[src/rtl/cbt_pkg.sv]
// Shared types and constants of the CSV byte tokenizer.
// No dependencies; imported by every module of the block.
package cbt_pkg;

  localparam logic [7:0] CH_QUOTE = 8'h22;
  localparam logic [7:0] CH_LF    = 8'h0A;
  localparam logic [7:0] CH_CR    = 8'h0D;

  localparam logic [7:0] SEP_RESET  = 8'd44;
  localparam logic       CRLF_RESET = 1'b0;

  localparam int unsigned QUEUE_DEPTH = 4;

  typedef enum logic {
    CFG_SEPARATOR = 1'b0,
    CFG_CRLF_MODE = 1'b1
  } cfg_idx_e;

  typedef struct packed {
    logic [7:0] out_byte;
    logic       has_byte;
    logic       field_end;
    logic       record_end;
    logic       parse_error;
  } res_t;

  // one queue entry: the one or two results of an item
  typedef struct packed {
    logic two;
    res_t r0;
    res_t r1;
  } cmd_t;

endpackage

[src/rtl/cbt_front.sv]
// Front end: configuration registers, tokenizer state and per-item classification.
// Depends on cbt_pkg; emits one queue entry per item that has results.
module cbt_front import cbt_pkg::*; (
  input  logic       clk_i,
  input  logic       rst_ni,
  input  logic       cfg_valid_i,
  input  logic       cfg_index_i,
  input  logic [7:0] cfg_data_i,
  input  logic       take_i,
  input  logic [7:0] in_byte_i,
  input  logic       stream_end_i,
  output logic       cmd_valid_o,
  output cmd_t       cmd_o
);

  typedef struct packed {
    logic emit;
    res_t res;
    logic open_q;
    logic hold_cr;
  } outside_t;

  logic [7:0] sep_q;
  logic       crlf_q;
  logic       inq_q, inq_d;
  logic       qs_q, qs_d;
  logic       cr_q, cr_d;
  logic       rec_q, rec_d;
  res_t       r [2];
  logic [1:0] n;
  outside_t   o;

  function automatic res_t mk(input logic [7:0] b, input logic has, input logic fe,
                              input logic re, input logic err);
    res_t x;
    x.out_byte    = has ? b : 8'd0;
    x.has_byte    = has;
    x.field_end   = fe;
    x.record_end  = re;
    x.parse_error = err;
    return x;
  endfunction

  function automatic outside_t outside_f(input logic [7:0] b, input logic [7:0] sep,
                                         input logic crlf);
    outside_t x;
    x = '0;
    if (b == sep) begin
      x.emit = 1'b1;
      x.res  = mk(8'd0, 1'b0, 1'b1, 1'b0, 1'b0);
    end else if (b == CH_QUOTE) begin
      x.open_q = 1'b1;
    end else if (b == CH_LF && !crlf) begin
      x.emit = 1'b1;
      x.res  = mk(8'd0, 1'b0, 1'b1, 1'b1, 1'b0);
    end else if (b == CH_CR && crlf) begin
      x.hold_cr = 1'b1;
    end else begin
      x.emit = 1'b1;
      x.res  = mk(b, 1'b1, 1'b0, 1'b0, 1'b0);
    end
    return x;
  endfunction

  always_comb begin
    inq_d = inq_q;
    qs_d  = qs_q;
    cr_d  = cr_q;
    rec_d = rec_q;
    r[0]  = '0;
    r[1]  = '0;
    n     = 2'd0;
    o     = outside_f(in_byte_i, sep_q, crlf_q);
    if (stream_end_i) begin
      if (inq_q && !qs_q) begin
        r[0] = mk(8'd0, 1'b0, 1'b0, 1'b0, 1'b1);
        n    = 2'd1;
      end else begin
        if (cr_q) begin
          r[n[0]] = mk(CH_CR, 1'b1, 1'b0, 1'b0, 1'b0);
          n       = n + 2'd1;
        end
        if (rec_q || inq_q || cr_q) begin
          r[n[0]] = mk(8'd0, 1'b0, 1'b1, 1'b1, 1'b0);
          n       = n + 2'd1;
        end
      end
      inq_d = 1'b0;
      qs_d  = 1'b0;
      cr_d  = 1'b0;
      rec_d = 1'b0;
    end else if (inq_q) begin
      rec_d = 1'b1;
      if (qs_q) begin
        qs_d = 1'b0;
        if (in_byte_i == CH_QUOTE) begin
          r[0] = mk(CH_QUOTE, 1'b1, 1'b0, 1'b0, 1'b0);
          n    = 2'd1;
        end else begin
          inq_d = o.open_q;
          cr_d  = o.hold_cr;
          rec_d = !(o.emit && o.res.record_end);
          if (o.emit) begin
            r[0] = o.res;
            n    = 2'd1;
          end
        end
      end else if (in_byte_i == CH_QUOTE) begin
        qs_d = 1'b1;
      end else begin
        r[0] = mk(in_byte_i, 1'b1, 1'b0, 1'b0, 1'b0);
        n    = 2'd1;
      end
    end else if (cr_q) begin
      cr_d = 1'b0;
      if (in_byte_i == CH_LF) begin
        rec_d = 1'b0;
        r[0]  = mk(8'd0, 1'b0, 1'b1, 1'b1, 1'b0);
        n     = 2'd1;
      end else begin
        r[0]  = mk(CH_CR, 1'b1, 1'b0, 1'b0, 1'b0);
        n     = 2'd1;
        inq_d = o.open_q;
        cr_d  = o.hold_cr;
        rec_d = !(o.emit && o.res.record_end);
        if (o.emit) begin
          r[1] = o.res;
          n    = 2'd2;
        end
      end
    end else begin
      inq_d = o.open_q;
      cr_d  = o.hold_cr;
      rec_d = !(o.emit && o.res.record_end);
      if (o.emit) begin
        r[0] = o.res;
        n    = 2'd1;
      end
    end
  end

  assign cmd_valid_o = take_i && (n != 2'd0);
  assign cmd_o.two   = n[1];
  assign cmd_o.r0    = r[0];
  assign cmd_o.r1    = r[1];

  always_ff @(posedge clk_i or negedge rst_ni) begin
    if (!rst_ni) begin
      sep_q  <= SEP_RESET;
      crlf_q <= CRLF_RESET;
      inq_q  <= 1'b0;
      qs_q   <= 1'b0;
      cr_q   <= 1'b0;
      rec_q  <= 1'b0;
    end else begin
      if (cfg_valid_i) begin
        unique case (cfg_idx_e'(cfg_index_i))
          CFG_SEPARATOR: sep_q  <= cfg_data_i;
          CFG_CRLF_MODE: crlf_q <= cfg_data_i[0];
          default: ;
        endcase
      end
      if (take_i) begin
        inq_q <= inq_d;
        qs_q  <= qs_d;
        cr_q  <= cr_d;
        rec_q <= rec_d;
      end
    end
  end

endmodule

[src/rtl/cbt_queue.sv]
// Short queue of result entries between front and back end.
// Depends on cbt_pkg for the entry type.
module cbt_queue import cbt_pkg::*; #(
  parameter int unsigned Depth = QUEUE_DEPTH
) (
  input  logic clk_i,
  input  logic rst_ni,
  input  logic wr_i,
  input  cmd_t wr_data_i,
  input  logic rd_i,
  output cmd_t rd_data_o,
  output logic full_o,
  output logic empty_o
);

  localparam int unsigned PtrW = (Depth > 1) ? $clog2(Depth) : 1;
  localparam int unsigned CntW = $clog2(Depth + 1);
  localparam logic [PtrW-1:0] LastPtr = PtrW'(Depth - 1);
  localparam logic [CntW-1:0] FullCnt = CntW'(Depth);

  cmd_t            mem_q [Depth];
  logic [PtrW-1:0] wp_q, rp_q;
  logic [CntW-1:0] cnt_q;
  logic            do_wr, do_rd;

  assign full_o    = cnt_q == FullCnt;
  assign empty_o   = cnt_q == '0;
  assign do_wr     = wr_i && !full_o;
  assign do_rd     = rd_i && !empty_o;
  assign rd_data_o = mem_q[rp_q];

  always_ff @(posedge clk_i) begin
    if (do_wr) begin
      mem_q[wp_q] <= wr_data_i;
    end
  end

  always_ff @(posedge clk_i or negedge rst_ni) begin
    if (!rst_ni) begin
      wp_q  <= '0;
      rp_q  <= '0;
      cnt_q <= '0;
    end else begin
      if (do_wr) begin
        wp_q <= (wp_q == LastPtr) ? '0 : wp_q + 1'b1;
      end
      if (do_rd) begin
        rp_q <= (rp_q == LastPtr) ? '0 : rp_q + 1'b1;
      end
      if (do_wr && !do_rd) begin
        cnt_q <= cnt_q + 1'b1;
      end else if (do_rd && !do_wr) begin
        cnt_q <= cnt_q - 1'b1;
      end
    end
  end

endmodule

[src/rtl/cbt_back.sv]
// Back end: walks the one or two results of the head queue entry.
// Depends on cbt_pkg; drives the result side of the block.
module cbt_back import cbt_pkg::*; (
  input  logic clk_i,
  input  logic rst_ni,
  input  cmd_t head_i,
  input  logic head_empty_i,
  input  logic pop_i,
  output logic head_rd_o,
  output res_t res_o,
  output logic last_o
);

  logic sub_q;
  logic take;

  assign take      = pop_i && !head_empty_i;
  assign res_o     = sub_q ? head_i.r1 : head_i.r0;
  assign last_o    = sub_q || !head_i.two;
  assign head_rd_o = take && last_o;

  always_ff @(posedge clk_i or negedge rst_ni) begin
    if (!rst_ni) begin
      sub_q <= 1'b0;
    end else if (take) begin
      sub_q <= !last_o;
    end
  end

endmodule

[src/rtl/csv_byte_tokenizer.sv]
// Top level of the CSV byte tokenizer: front end, result queue and back end.
// Depends on cbt_pkg, cbt_front, cbt_queue and cbt_back.
//
// Input channel: an item (in_byte_i, stream_end_i) is taken at a clock edge
// with push high and full low. One item per cycle is accepted as long as the
// result queue has room. Each item gives zero, one or two results.
// Result channel: while empty is low the oldest result is on the result ports;
// it is taken at an edge with pop high. An item's results enter the queue on
// acceptance and reach the ports after older ones. One result leaves per
// cycle while pop is high, so an item with two results leaves one at a time;
// the Depth-entry queue between front and back absorbs that and any stall on
// pop. When pop stays low the queue fills and full rises; nothing is dropped.
// Configuration: cfg_valid_i with cfg_index_i (0 separator, 1 CRLF mode) and
// cfg_data_i; cfg_ready_o is always high. Write only while the block is idle.
// Reset: separator is ',', LF mode, tokenizer state cleared, queue empty.
module csv_byte_tokenizer import cbt_pkg::*; #(
  parameter int unsigned Depth = QUEUE_DEPTH
) (
  input  logic       clk_i,
  input  logic       rst_ni,
  input  logic       cfg_valid_i,
  output logic       cfg_ready_o,
  input  logic       cfg_index_i,
  input  logic [7:0] cfg_data_i,
  input  logic       push,
  output logic       full,
  input  logic [7:0] in_byte_i,
  input  logic       stream_end_i,
  output logic       empty,
  input  logic       pop,
  output logic [7:0] out_byte_o,
  output logic       has_byte_o,
  output logic       field_end_o,
  output logic       record_end_o,
  output logic       parse_error_o,
  output logic       last_o
);

  logic take;
  logic cmd_valid;
  cmd_t cmd;
  cmd_t head;
  logic head_rd;
  res_t res;

  assign cfg_ready_o = 1'b1;
  assign take        = push && !full;

  cbt_front u_front (
    .clk_i        (clk_i),
    .rst_ni       (rst_ni),
    .cfg_valid_i  (cfg_valid_i),
    .cfg_index_i  (cfg_index_i),
    .cfg_data_i   (cfg_data_i),
    .take_i       (take),
    .in_byte_i    (in_byte_i),
    .stream_end_i (stream_end_i),
    .cmd_valid_o  (cmd_valid),
    .cmd_o        (cmd)
  );

  cbt_queue #(
    .Depth (Depth)
  ) u_queue (
    .clk_i     (clk_i),
    .rst_ni    (rst_ni),
    .wr_i      (cmd_valid),
    .wr_data_i (cmd),
    .rd_i      (head_rd),
    .rd_data_o (head),
    .full_o    (full),
    .empty_o   (empty)
  );

  cbt_back u_back (
    .clk_i        (clk_i),
    .rst_ni       (rst_ni),
    .head_i       (head),
    .head_empty_i (empty),
    .pop_i        (pop),
    .head_rd_o    (head_rd),
    .res_o        (res),
    .last_o       (last_o)
  );

  assign out_byte_o    = res.out_byte;
  assign has_byte_o    = res.has_byte;
  assign field_end_o   = res.field_end;
  assign record_end_o  = res.record_end;
  assign parse_error_o = res.parse_error;

endmodule
[config.mk]
export PLATFORM = sky130hd
export DESIGN_NAME = csv_byte_tokenizer
export DESIGN_NICKNAME = d
export VERILOG_FILES = /design/src/rtl/cbt_pkg.sv /design/src/rtl/cbt_front.sv /design/src/rtl/cbt_queue.sv /design/src/rtl/cbt_back.sv /design/src/rtl/csv_byte_tokenizer.sv
export SDC_FILE = /design/constraint.sdc
export NUM_CORES = 1
export LEC_CHECK = 0
export BUFFER_PORTS_ARGS = -buffer_cell sky130_fd_sc_hd__buf_2
export CORE_MARGIN = 1
export CORE_UTILIZATION = 30
export DETAILED_ROUTE_END_ITERATION = 10
export PLACE_DENSITY = 0.49
export SYNTH_ARGS = -nofsm -noshare
export SYNTH_HDL_FRONTEND = slang
export SYNTH_SLANG_ARGS = --single-unit
[constraint.sdc]
create_clock -name clk_i -period 2.4 [get_ports clk_i]
set_input_delay 0 -clock clk_i [delete_from_list [all_inputs] [get_ports clk_i]]
set_output_delay 0 -clock clk_i [all_outputs]
set_load 0.05 [all_outputs]
==> results of run 1 <==
registers in the layout (all words and copies together), names as in the netlist:
register,cells
u_back.sub_q,1
u_queue.rp_q,2
u_front.qs_q,1
u_front.inq_q,1
u_front.rec_q,1
u_front.cr_q,1
u_front.sep_q,8
u_queue.wp_q,2
u_queue.cnt_q,3
u_front.crlf_q,1
u_queue.mem_q,96
layout by cell type (no fill, tap or decap), drive strengths merged, types with 2 or more instances in the layout:
cell type | synthesis | layout
clkbuf | 11 | 21
nor2 | 12 | 12
nor4b | 2 | 2
o21ai | 16 | 16
o21a | 2 | 2
dfstp | 3 | 3
clkinvlp | 0 | 2
nand3 | 9 | 9
inv | 9 | 9
xnor2 | 10 | 10
nor3 | 4 | 4
and2 | 11 | 11
ha | 6 | 6
mux2 | 25 | 25
nor2b | 9 | 9
dfrtp | 18 | 18
nand2b | 4 | 4
a21oi | 12 | 12
buf | 7 | 62
clkinv | 0 | 7
xor2 | 2 | 2
a21o | 2 | 2
nand3b | 2 | 2
o31ai | 2 | 2
nand2 | 17 | 17
mux4 | 24 | 24
nor3b | 5 | 5
nand4 | 2 | 2
dlygate4sd3 | 0 | 13
edfxtp | 96 | 96
power groups by stage:
stage | combinational (mW) | clock [mW] | sequential, mW
2_1_floorplan | 2.19 | 0 | 2.77
3_3_place_gp | 2.85 | 0 | 2.80
3_5_place_dp | 2.85 | 0 | 2.82
4_1_cts | 2.88 | 2.28 | 2.78
5_1_grt | 3.05 | 2.36 | 2.82
6_report | 2.82 | 2.23 | 2.78
layer usage:
| layer | track usage | share of wire | vias to the layer above |
|---|---|---|---|
| li1 | - | - | 1445 |
| met1 | 0.1765 | 0.47 | 1526 |
| met4 | 0.05680 | 0.018 | 0 |
| met2 | 0.2128 | 0.47 | 71 |
| met5 | 0 | 0 | - |
| met3 | 0.03266 | 0.042 | 14 |
cells by family (layout without fill, tap and decap cells):
kind of cell             Yosys count  in the layout  share of synthesized area
other                              1              1                  0.0007064
AND/OR/NAND/NOR                   83             83                    0.09192
buffers and inverters             27            115                    0.02239
multiplexers                      49             49                     0.1563
adder cells (fa/ha/maj)            7              7                    0.01791
XOR/XNOR                          12             12                    0.01980
flip-flops                       117            117                     0.6427
AO/OA/AOI/OAI                     42             42                    0.04832
layout make-up:
type / count / area [um^2] / area share
flip-flops and latches: 117 / 3416 / 0.5134
multi-input cells: 194 / 1841 / 0.2766
repair buffers: 75 / 556.8 / 0.08368
clock buffers: 21 / 440.4 / 0.06619
well taps: 225 / 281.5 / 0.04231
clock inverters: 10 / 85.08 / 0.01279
inverters: 9 / 33.78 / 0.005077
worst paths after layout:
kind	from	endpoint	cells after the start
setup / recovery	u_queue.rp_q[0]	u_queue.cnt_q[1]	8
hold / removal	stream_end_i	u_front.qs_q	2
setup reg to reg	u_queue.rp_q[0]	u_queue.cnt_q[1]	8
hold reg to reg	u_queue.cnt_q[2]	u_queue.cnt_q[2]	1
max in group asynchronous	rst_ni	u_front.inq_q	2
min in group asynchronous	rst_ni	u_queue.wp_q[1]	2
stage by stage:
stage	setup WS, ns	utilization
final	0.08963	0.3847
after global routing	-0.03201	0.3847
after CTS	0.002776	0.3828
after detailed placement	-0.03391	0.3448
after global placement	0.01880	0.3448
after floorplan	-0.2615	-
what timing repair did:
| item | in CTS | in global routing |
|---|---|---|
| endpoints found under the setup margin | 1 | 13 |
| gates cloned | 0 | 0 |
| hold buffers | 13 | 0 |
| hold endpoints to repair | 33 | 0 |
| resized for setup | 1 | 7 |
| pin swaps | 0 | 7 |
| buffers inserted | 0 | 2 |
==> flow_metrics.py, run 1 <==
metrics = {
    "synthesis": {
        "synthDominantCellAreaShare": 0.5430,
        "synth_area_leaders": "edfxtp_1, mux4_2, dfrtp_1",
        "synth-seq-cells": 117,
        "synth_common_cells": "edfxtp_1, mux4_2, mux2_2",
        "synth-edff-count": 96,
        "netlist_instances": 338,
        "ys_types": 52,
        "yosysTopAreaCell": "edfxtp_1",
        "synth.most_common_cell": "edfxtp_1",
        "synth-main-ff-cell": "edfxtp_1",
        "post_synth.cell_area_avg_um2": 15.71,
        "netlist_area_mm2": 0.005309,
        "syn_nets": 368,
        "ys_warn_count": 0,
        "async_flop_share": 0.1795,
        "yosysSeqAreaShare": 0.6427,
    },
    "floorplan": {
        "core_area_mm2": 0.01730,
        "die_y_um": 135.0,
        "ios": 39,
        "die_w_um": 135.0,
        "rows": 48,
        "dieArea_mm2": 0.01823,
        "initial_core_util": 0.3069,
    },
    "critical_path": {
        "start_kind": "flip-flop",
        "max_stage_delay_ns": 0.56,
        "r2r_setup_slack_ns": 0.09,
        "arrival_ns": 2.60,
        "critPathRequiredTime_ns": 2.69,
        "endpoint_kind": "flip-flop",
        "cp_cell_sequence": "mux4_2 > nand2b_4 > nor2b_2 > inv_1 > ha_4 > inv_2 > fa_2 > mux2_2",
        "critPathTopFamily": "multiplexers",
        "critPathBufInv": 2,
        "crit_type": "flip-flop to flip-flop",
        "critPathSlowestCell": "mux4_2",
        "path_max_fanout": 2,
    },
    "routing": {
        "firstDrtPassIters": 4,
        "wl_um": 11000,
        "via_count": 3056,
        "wl_per_cell_um": 16.89,
        "avgViaCountPerCell": 4.694,
        "drc": 0,
        "drtIter0Drc": 215,
        "drtAntennaViolNets": 0,
    },
    "timing": {
        "finalMaxSlewViolations": 0,
        "worst_pin_slew_ns": 0.7295,
        "fin_crit_ns": 2.310,
        "setup_viol": 0,
        "finalSetupTns_ns": 0,
        "clock.fmax_ghz": 0.4328,
        "hold_violations": 0,
        "period_share": 0.9627,
        "grt_setup_unrepaired": "true",
        "fin_skew_ns": 0.005191,
        "slew_headroom": 0.5127,
        "holdWs_ns": 0.08496,
    },
    "global_route": {
        "grt_max_degree": 27,
        "grt_pass1_vias": 3162,
        "antenna_found_initial": 0,
        "track_usage": 0.1346,
        "overflow": 0,
        "grt_pass1_wl_um": 17590,
    },
    "pwr": {
        "pwr_density_cell_mw_per_mm2": 1178,
        "power.share.sequential": 0.355,
        "p_sw_frac": 0.3380,
        "power.total_mw": 7.839,
        "p_int_mw": 5.189,
        "net-switching-power_mw": 2.650,
        "irDropWorstVdd_v": 0.0004622,
        "p_comb_frac": 0.360,
        "power_frac_clock": 0.285,
        "p_leak_nw": 2.396,
    },
    "clock_network": {
        "clockBufferDepth": 2,
        "ctsHtreeMaxLevel": 4,
        "path_clk_slew_ns": 0.05,
        "tritoncts": "yes",
        "cts_buffers": 17,
        "insertion_delay_ns": 0.41,
        "clockRootBuffer": "clkbuf_16",
        "cts_sinks": 117,
    },
    "min_path": {
        "hp-class": "primary input to flip-flop",
    },
    "cells_and_area": {
        "finalInstanceArea_mm2": 0.006654,
        "num-fill-cells": 1662,
        "finalNonFillerCells": 651,
        "nNetsFinal": 444,
        "area_growth_pct": 25.34,
        "antenna_cells": 0,
        "drive_gt1_frac": 0.3826,
    },
    "placement": {
        "postPlaceCellArea_mm2": 0.005963,
        "place_inst": 605,
        "dp_hpwl_um": 7176,
        "gp_congestion": 0.8702,
        "portBuffers": 37,
    },
    "run": {
        "cap_violations": 0,
    },
    "outcome": {
        "outcome": "finished clean",
    },
}
Note: power is estimated with default switching activity, not from simulation.
==> inputs of run 2 (changes only) <==
--- a/config.mk
+++ b/config.mk
@@ -10,6 +10,7 @@
 export CORE_UTILIZATION = 30
 export DETAILED_ROUTE_END_ITERATION = 10
 export PLACE_DENSITY = 0.49
+export SETUP_SLACK_MARGIN = 0.3
 export SYNTH_ARGS = -nofsm -noshare
 export SYNTH_HDL_FRONTEND = slang
 export SYNTH_SLANG_ARGS = --single-unit
==> flow_metrics.py, run 2 (synthesis gave the netlist of run 1 again) <==
metrics = {
    "critical_path": {
        "arrival_ns": 2.58,
        "r2r_cells": 8,
        "r2r_setup_slack_ns": 0.12,
        "endpoint_kind": "flip-flop",
        "critPathRequiredTime_ns": 2.70,
        "r2r-end": "u_queue.cnt_q[1]",
        "path_max_fanout": 3,
        "start_kind": "flip-flop",
        "regToRegStartpoint": "u_queue.rp_q[0]",
        "crit_type": "flip-flop to flip-flop",
    },
    "routing": {
        "wl_met1_um": 5974,
        "drtAntennaViolNets": 0,
        "firstDrtPassIters": 4,
        "via_count": 3294,
        "wl_um": 13260,
        "wl_met2_um": 6562,
        "drtIter0Drc": 269,
        "top_layer_used": "met4",
        "routed-wl-met3_um": 588,
        "avgViaCountPerCell": 4.830,
        "wl_per_cell_um": 19.44,
        "drc": 0,
    },
    "cells_and_area": {
        "seq_area_mm2": 0.003417,
        "largest_register": "u_queue.mem_q",
        "drive_gt1_frac": 0.4705,
        "largest_reg_flops": 96,
        "final_cell_mix": "edfxtp_1, buf_4, buf_2",
        "area_growth_pct": 39.15,
        "multi_input_area_mm2": 0.001969,
        "layout_commonest_cell": "edfxtp_1",
        "antenna_cells": 0,
        "reg_top3": "u_queue.mem_q x96, u_front.sep_q x8, u_queue.cnt_q x3",
        "num-fill-cells": 1576,
        "nNetsFinal": 476,
    },
    "timing": {
        "grt_setup_unrepaired": "true",
        "hold_violations": 0,
        "slew_headroom": 0.5353,
        "fin_skew_ns": 0.006888,
        "setup_viol": 0,
        "period_share": 0.9494,
        "fin_ws_ns": 0.1214,
        "clock.fmax_ghz": 0.4389,
        "fin_crit_ns": 2.279,
        "worst_pin_slew_ns": 0.6956,
        "finalMaxSlewViolations": 0,
    },
    "floorplan": {
        "dieArea_mm2": 0.01823,
        "core_area_mm2": 0.01730,
        "rows": 48,
        "die_w_um": 135.0,
        "initial_core_util": 0.3069,
        "ios": 39,
        "die_y_um": 135.0,
    },
    "placement": {
        "portBuffers": 37,
        "gp_congestion": 0.8537,
        "dp_slack_ns": -0.05486,
        "dp_hpwl_um": 7415,
    },
    "clock_network": {
        "cts_sinks": 117,
        "clockRootBuffer": "clkbuf_16",
        "ctsHtreeMaxLevel": 4,
        "path_clk_slew_ns": 0.05,
        "clockBufferDepth": 2,
        "cts_buffers": 17,
        "tritoncts": "yes",
        "insertion_delay_ns": 0.41,
    },
    "min_path": {
        "hp-class": "primary input to flip-flop",
        "min-delay-start": "pop",
        "holdPathEnd": "u_back.sub_q",
        "holdPathStages": 4,
    },
    "pwr": {
        "pwr_density_cell_mw_per_mm2": 1229,
        "p_leak_nw": 2.736,
        "irDropWorstVdd_v": 0.0005833,
        "power.total_mw": 9.082,
    },
    "global_route": {
        "track_usage": 0.1455,
        "grt_pass1_wl_um": 19020,
        "grt_max_degree": 27,
        "antenna_found_initial": 0,
        "grt_pass1_vias": 3427,
        "overflow": 0,
    },
    "run": {
        "cap_violations": 0,
    },
    "outcome": {
        "outcome": "finished clean",
    },
}
## run 2: changes by cell type in the layout (fill, tap and decap cells not counted), sizes merged
cell	before	now
buf	62	92
bufinv	1	4
clkbuf	21	24
dlygate4sd3	13	10
clkinv	7	5
and2	11	12
clkinvlp	2	1
## run 2: report_power, final
part | total (mW) | switching [mW] | internal (mW) | leakage (nW)
Sequential | 2.78 | 0.156 | 2.62 | 1.14
Combinational | 3.73 | 1.95 | 1.78 | 1.31
Clock | 2.58 | 0.862 | 1.72 | 0.285
Total | 9.08 | 2.96 | 6.12 | 2.74
## run 2: how the worst max path moves through the flow
stage	startpoint	slack [ns]	cells after the start	endpoint
2_1_floorplan	u_queue.cnt_q[1]	-0.25	10	u_queue.cnt_q[1]
3_3_place_gp	u_front.sep_q[3]	0.004	11	u_queue.cnt_q[2]
3_5_place_dp	u_front.sep_q[5]	-0.05	11	u_queue.cnt_q[2]
4_1_cts	u_queue.rp_q[0]	0.09	8	u_queue.cnt_q[1]
5_1_grt	u_front.sep_q[5]	0.03	11	u_queue.cnt_q[2]
6_report	u_queue.rp_q[0]	0.12	8	u_queue.cnt_q[1]
## run 2: timing repair
item,in CTS,in global routing
gates resized for setup,24,58
endpoints found under the hold margin,30,0
pin swaps,8,6
setup endpoints to repair,156,168
buffers inserted,8,16
hold buffers,10,0
gates cloned,5,6
## run 2: per-layer routing
| layer | up-vias | global-route usage |
|---|---|---|
| li1 | 1515 | - |
| met1 | 1680 | 0.1798 |
| met2 | 88 | 0.2420 |
| met3 | 11 | 0.04054 |
| met4 | 0 | 0.05493 |
| met5 | - | 0 |
## run 2: cell type report
cell class,instances,share of cell area
sequential,117,0.4626
clock buffer,20,0.05911
timing repair buffer,106,0.1477
tap,225,0.03811
multi-input combinational,195,0.2666
inverter,9,0.004573
clock inverter,10,0.02134
## run 2: per-stage QoR
stage	cells	hold WS [ns]	TNS (ns)	area (um^2)	utilization
detailed placement	607	-0.005419	-0.05486	5983	0.3459
finish	682	0.004230	0	7387	0.4271
floorplan	338	-0.2956	-0.4620	5370	-
global route	682	0.04086	0	7387	0.4271
CTS	660	0.003841	0	6950	0.4018
global placement	607	0.001806	0	5983	0.3459
## run 2: critical path: stages (launching register included)
cell,delay [ns]
dfrtp_2,0.40
mux4_2,0.56
nand2b_4,0.09
nor2b_4,0.16
inv_2,0.06
ha_4,0.16
inv_2,0.05
fa_2,0.41
mux2_2,0.27
